**config.mk**
```make
export PLATFORM = sky130hd
export DESIGN_NAME = tbp_refill
export DESIGN_NICKNAME = d
export VERILOG_FILES = /design/src/design/tbp_pkg.sv /design/src/design/tbp_refill.sv
export SDC_FILE = /design/constraint.sdc
export NUM_CORES = 2
export LEC_CHECK = 0
export BUFFER_PORTS_ARGS = -buffer_cell sky130_fd_sc_hd__buf_4
export CORE_ASPECT_RATIO = 0.8
export CORE_MARGIN = 2
export CORE_UTILIZATION = 30
export CTS_CLUSTER_SIZE = 20
export DETAILED_ROUTE_END_ITERATION = 8
export GPL_ROUTABILITY_DRIVEN = 0
export PLACE_DENSITY_LB_ADDON = 0.2
export SYNTH_ARGS = -nofsm -noshare
export SYNTH_HDL_FRONTEND = slang
export SYNTH_SLANG_ARGS = --single-unit
```
**constraint.sdc**
```tcl
create_clock -name clk -period 27.4 [get_ports clk]
set_input_delay 8.22 -clock clk [delete_from_list [all_inputs] [get_ports clk]]
set_output_delay 8.22 -clock clk [all_outputs]
set_load 0.02 [all_outputs]
```
**src/design/tbp_pkg.sv**
```systemverilog
// Shared types and constants of the token-bucket policer table.
`timescale 1ns / 1ps
package tbp_pkg;

  localparam int unsigned IDX_W   = 12;
  localparam int unsigned LEN_W   = 16;
  localparam int unsigned TIME_W  = 64;
  localparam int unsigned RATE_W  = 40;
  localparam int unsigned BURST_W = 32;
  localparam int unsigned TOK_W   = 32;
  localparam int unsigned CNT_W   = 64;

  localparam int unsigned IN_DATA_W  = 168;
  localparam int unsigned OUT_DATA_W = 160;

  localparam logic FUNC_POLICE    = 1'b0;
  localparam logic FUNC_CONFIGURE = 1'b1;

  // One bucket row of the table.
  typedef struct packed {
    logic [RATE_W-1:0]  rate;
    logic [BURST_W-1:0] burst;
    logic [TOK_W-1:0]   tokens;
    logic [TIME_W-1:0]  last_time;
    logic               time_valid;
    logic [CNT_W-1:0]   passed;
    logic [CNT_W-1:0]   dropped;
  } entry_t;

endpackage

```
**src/design/tbp_refill.sv**
```systemverilog
// Refill unit: floor(floor(elapsed/1000) * rate sat 64 / 1000000) on one 32x32 multiplier.
`timescale 1ns / 1ps
module tbp_refill
  import tbp_pkg::*;
(
  input  logic              clk,
  input  logic              rst_n,
  input  logic              start,
  input  logic [TIME_W-1:0] elapsed,
  input  logic [RATE_W-1:0] rate,
  output logic              done,
  output logic [TIME_W-1:0] refill
);

  localparam logic [1:0] P_IDLE = 2'd0;
  localparam logic [1:0] P_DIV1 = 2'd1;
  localparam logic [1:0] P_MUL  = 2'd2;
  localparam logic [1:0] P_DIV2 = 2'd3;

  // x/1000 = ((x>>3) * M_US) >> 68 and x/1000000 = ((x>>6) * M_S) >> 72, exact for 64-bit x
  localparam logic [63:0] M_US = 64'(((128'd1 << 68) + 128'd124) / 128'd125);
  localparam logic [63:0] M_S  = 64'(((128'd1 << 72) + 128'd15624) / 128'd15625);

  logic [1:0]        phase_r;
  logic [1:0]        step_r;
  logic [63:0]       a_r;
  logic [63:0]       b_r;
  logic [RATE_W-1:0] rate_r;
  logic [127:0]      acc_r;
  logic [TIME_W-1:0] refill_r;
  logic              done_r;

  logic [31:0]       a_part;
  logic [31:0]       b_part;
  logic [63:0]       pp;
  logic [127:0]      pp_sh;
  logic [127:0]      acc_nxt;
  logic [TIME_W-1:0] prod_sat;
  logic              last_step;

  // one 32x32 partial product per cycle, four per 64x64 product
  always_comb begin
    a_part = step_r[0] ? a_r[63:32] : a_r[31:0];
    b_part = step_r[1] ? b_r[63:32] : b_r[31:0];
    pp     = {32'b0, a_part} * {32'b0, b_part};
    case (step_r)
      2'd0:    pp_sh = {64'b0, pp};
      2'd3:    pp_sh = {pp, 64'b0};
      default: pp_sh = {32'b0, pp, 32'b0};
    endcase
    acc_nxt   = acc_r + pp_sh;
    prod_sat  = (acc_nxt[127:64] != '0) ? '1 : acc_nxt[63:0];
    last_step = (step_r == 2'd3);
  end

  always_ff @(posedge clk) begin
    if (!rst_n) begin
      phase_r <= P_IDLE;
      step_r  <= '0;
      done_r  <= 1'b0;
    end else begin
      done_r <= (phase_r == P_DIV2) && last_step;
      case (phase_r)
        P_IDLE: begin
          if (start) begin
            phase_r <= P_DIV1;
            step_r  <= '0;
            acc_r   <= '0;
            a_r     <= {3'b000, elapsed[TIME_W-1:3]};
            b_r     <= M_US;
            rate_r  <= rate;
          end
        end
        P_DIV1, P_MUL, P_DIV2: begin
          step_r <= step_r + 2'd1;
          acc_r  <= last_step ? '0 : acc_nxt;
          if (last_step && phase_r == P_DIV1) begin
            // microseconds times the rate
            phase_r <= P_MUL;
            a_r     <= {4'b0, acc_nxt[127:68]};
            b_r     <= {24'b0, rate_r};
          end else if (last_step && phase_r == P_MUL) begin
            phase_r <= P_DIV2;
            a_r     <= {6'b0, prod_sat[63:6]};
            b_r     <= M_S;
          end else if (last_step) begin
            phase_r  <= P_IDLE;
            refill_r <= {8'b0, acc_nxt[127:72]};
          end
        end
        default: phase_r <= P_IDLE;
      endcase
    end
  end

  assign done   = done_r;
  assign refill = refill_r;

endmodule

```
# After elaboration in Yosys (flattened, before gate mapping)

Cells that the tools add are included.

Add/subtract/negate cells: 2
Multiply operators: 1
Eq/ne operators: 7
Muxes and demuxes: 22
Bitwise operators: 2
Reductions and logical operators: 12

Operator list:

| kind                | count |
|---|---|
| $pmux 128 s2        | 2 |
| $mux 64             | 7 |
| $mux 128            | 2 |
| $pmux 64 s2         | 2 |
| $add 128x128->128   | 1 |
| $mul 32x32->64      | 1 |
| $mux 32             | 2 |
| $reduce_bool 64->1  | 1 |
| $mux 2              | 5 |
| $pmux 2 s2          | 2 |
| $eq 2x2->1 const B  | 3 |
| $reduce_and 3->1    | 2 |
| $reduce_and 5->1    | 1 |
| $logic_not 2->1     | 2 |
| $ne 4x4->1 const B  | 1 |
| $reduce_and 2->1    | 2 |
| $logic_and 1x1->1   | 3 |
| $ne 3x3->1 const B  | 1 |
| $reduce_or 3->1     | 1 |
| $add 2x1->2 const B | 1 |
| $eq 2x1->1 const B  | 1 |
| $ne 2x2->1 const B  | 1 |
| $not 1->1           | 2 |

Bits in registers: 357
Input bits: 107
Output and inout port bits: 65
Logic and storage cells: 54

# Logic depth before layout (Yosys ltp)

Word-level depth: 9
Mapped depth: 52
Depth with buffers taken out: 47

# Least setup slack after synthesis

OpenSTA, ideal clock, no wires.

Path type: input to register
Start: input port start
End: register a_r[0], enable pin
Library setup time: 0.475 ns
Arrival: 13.935 ns
Required time: 26.925 ns
Setup slack: 12.990 ns
Stages: 2
Path buffers: 0
Cell sequence: o21a_1 and3_1

Cells in the longest elaborated chain, start to end: 2

Ends and longest elaborated chain:

| item                       | RTL line         | RTL |
|---|---|---|
| start: declaration         | tbp_refill.sv:8  | `input logic start,` |
| $ne 2x2->1 (no line)       | --               |  |
| $reduce_and 3->1 (no line) | --               |  |
| end signal: assignment     | tbp_refill.sv:69 | `a_r <= {3'b000, elapsed[TIME_W-1:3]};` |
| end signal: assignment     | tbp_refill.sv:80 | `a_r <= {4'b0, acc_nxt[127:68]};` |
| end signal: assignment     | tbp_refill.sv:84 | `a_r <= {6'b0, prod_sat[63:6]};` |
| end: declaration           | tbp_refill.sv:26 | `logic [63:0] a_r;` |

Every way passes these cells.
A chain may end at the register's enable or synchronous reset.

# Worst setup path after layout

Start: register step_r[1]
End: register a_r[18], data pin

Cells in the longest elaborated chain, start to end: 9
Elaborated cells between the ends (all ways): 12
Those cells by class: add/sub: 1; mul: 1; eq/ne: 1; mux: 6; reduce/logical: 3

Ends and longest elaborated chain:

| item                     | RTL line         | RTL |
|---|---|---|
| start: declaration       | tbp_refill.sv:25 | `logic [1:0] step_r;` |
| start signal: assignment | tbp_refill.sv:75 | `step_r <= step_r + 2'd1;` |
| $mux 32                  | tbp_refill.sv:44 | `b_part = step_r[1] ? b_r[63:32] : b_r[31:0];` |
| $mul 32x32->64           | tbp_refill.sv:45 | `pp = {32'b0, a_part} * {32'b0, b_part};` |
| $pmux 128 s2 *           | tbp_refill.sv:46 | `case (step_r)` |
| $add 128x128->128 *      | tbp_refill.sv:51 | `acc_nxt = acc_r + pp_sh;` |
| via acc_nxt[101]         | tbp_refill.sv:37 | `logic [127:0] acc_nxt;` |
| $reduce_bool 64->1 *     | tbp_refill.sv:52 | `prod_sat = (acc_nxt[127:64] != '0) ? '1 : acc_nxt[63:0];` |
| $mux 64 *                | tbp_refill.sv:52 |  |
| $mux 64 *                | tbp_refill.sv:82 | `end else if (last_step && phase_r == P_MUL) begin` |
| $mux 64 *                | tbp_refill.sv:77 | `if (last_step && phase_r == P_DIV1) begin` |
| $pmux 64 s2 *            | tbp_refill.sv:63 | `case (phase_r)` |

Mark *: on every way through the listed nets, which the timed path passes. The rest lies on a longest branch. The select of a mux whose other input is x is not followed.

==> results.yml <==
global_routing:
  grt_pass1_vias: 46830
  antenna_found_initial: 26
  track_usage: 0.2451
  overflow: 0
  grt_pass1_wl_um: 335400
  grt_max_degree: 74
critical_path:
  end_kind: "flop"
  arrival_ps: 18430
  worstSetupPathType: "flop to flop"
  critPathRequiredTime_ps: 27590
  critical_path.max_fanout: 27
  start_kind: "flop"
  worst_path_largest_cell_delay_ps: 850
  crit_slowest_cell: "nand2_1"
  worst_path_most_repeated_cell: "fa_1"
timing:
  timing.final.ws_setup_ps: 9158
  hold_ws_ps: 497.2
  max_freq_mhz: 54.82
  fin_crit_sh: 0.6658
  finalSetupViolations: 0
  hold_viol_final: 0
  final_max_slew_viol_count: 4
  slew_headroom: -0.04031
  finalSetupTns_ps: 0
  min_period_ps: 18240
  worst_pin_slew_ps: 1549
  rsz0062_at_grt: "no"
  skew_ps: 68.37
synth:
  synth_area_leader_cell: "fa_1"
  seq_area_frac_synth: 0.1790
  yosysUniqueCellTypes: 84
  synthCells: 6220
  syn_area_um2: 55580
  synth_async_sr_flop_share: 0
  synth.most_common_cell: "inv_1"
  synth_area_leaders: "fa_1 32%, edfxtp_1 18%, ha_1 9.0%"
  ys_ff_latch: 333
  ys_warn_count: 0
  syn_area_per_cell_um2: 8.936
  synth_edf_count: 328
  synth_top_flop_cell: "edfxtp_1"
  synth.cells.most_frequent: "912 x inv_1, 897 x fa_1, 854 x nor2_1"
  synth_top_area_share: 0.3231
clock_network:
  cts_resized: 0
  cts_tree: "done"
  postCtsSetupBuffers: 0
  cts_hold_buf: 0
  clk_pin_slew_ps: 70
  cts_made_buffers: 43
  htree_num_levels: 2
  clk_latency_ps: 660
  cts_buffer_depth: 3
  cts_root_buf: "clkbuf_16"
  numClockSinks: 333
route:
  vias_per_cell: 5.441
  drt_wl_total_um: 234200
  wl_per_cell_um: 26.79
  route.vias.total: 47580
  postRouteAntennaNets: 0
  first_pass_iters: 6
  drc: 0
  first_iter_violations: 5503
die:
  fp.dieW_um: 485.2
  dieArea_um2: 188800
  start_util: 0.3015
  fp.dieH_um: 389.0
  ios: 172
  row_count: 141
  coreArea_um2: 184400
status:
  violations: "max-capacitance violations, max-slew violations"
  outcome: "complete, but fails checks"
finish:
  drive_above_1_share: 0.08323
  layout.nets: 7666
  area_delta_synth_final_pct: 10.74
run:
  maxCapViolCount: 2
place:
  dp_hpwl_um: 188000
  port_buffers: 160
  post-place-ws_ps: 9708
min_path:
  worstHoldPathType: "flop to flop"
## worst paths after layout
path | start | endpoint | slack [ps] | cells after the start
max reg2reg | step_r[1] | a_r[18] | 9160 | 42
min reg2reg | rate_r[36] | b_r[36] | 500 | 1
min | rate_r[36] | b_r[36] | 500 | 1
max | step_r[1] | a_r[18] | 9160 | 42
## placed cells by master (no fill, tap or decap), types with 16 or more instances in the layout
cell type  count
a211oi_1      27
a21o_1       100
a21oi_1      272
a22o_1        49
a22oi_1       36
a31oi_1       66
and2_1       147
and3_1        18
and4_1        18
buf_4        323
clkbuf_16     43
diode_2       17
edfxtp_1     328
fa_1         897
ha_1         399
inv_1        912
mux2_2        41
mux2i_2       27
nand2_1      703
nand2b_1      23
nand3_1       41
nand4_1       87
nor2_1       849
nor2b_1       26
nor3_1        54
nor4_1        33
o211ai_1      20
o21a_1        22
o21ai_0      199
o21bai_1      43
o22ai_1       20
o31ai_1       16
or3_1         27
xnor2_1      104
xor2_1        66
## through the flow
stage / area (um^2) / utilization / cells
2_1_floorplan: 55610 / - / 6227
3_3_place_gp: 60060 / 0.3258 / 8648
3_5_place_dp: 60060 / 0.3258 / 8648
4_1_cts: 61510 / 0.3337 / 8727
5_1_grt: 61510 / 0.3337 / 8728
6_report: 61550 / 0.3339 / 8744
## logic make-up after synthesis
group                      Yosys count  synth area share
AOI/OAI and AO/OA                 1000            0.1151
buffers and inverters             1248           0.08498
DFF                                333            0.1790
other                                1        0.00006747
and+or+nand+nor                   2087            0.1650
xor gates and xnor gates           173           0.02726
muxes                               81           0.01551
adders and majority gates         1297            0.4131
## registers in the layout (all words and copies together), names as in the netlist
register / flops
b_r: 43
step_r: 2
refill: 56
a_r: 61
acc_r: 128
rate_r: 40
phase_r: 2
done: 1
## per-layer routing
metal / global-route usage / up-vias / part of all wire / wire length, um
li1: - / 20320 / - / -
met4: 0.09710 / 12 / 0.047 / 10930
met1: 0.3472 / 24330 / 0.43 / 100800
met2: 0.3524 / 2485 / 0.41 / 96240
met5: 0 / - / 0.00034 / 80
met3: 0.06589 / 432 / 0.11 / 26200
## final cells by class
class / instances / area, um^2
flip-flops and latches: 333 / 9955
clock buffers: 52 / 1110
multi-input cells: 4646 / 41210
well taps: 2431 / 3042
inverters: 915 / 3435
repair buffers: 323 / 2425
clock inverters: 27 / 339.1
diodes: 17 / 42.54
fillers: 19130 / 122800
## worst max-delay path: cells and delay by family, from the launching register on
family	cells	cell delay, ps
xor+xnor	2	850
fa+ha+maj	10	4760
simple gates	16	6160
flops	1	670
compound gates	9	3950
buf+inv	5	1310
Power is not shown: default switching activity piles up to over one toggle a cycle in this logic, so the estimate is an artifact.
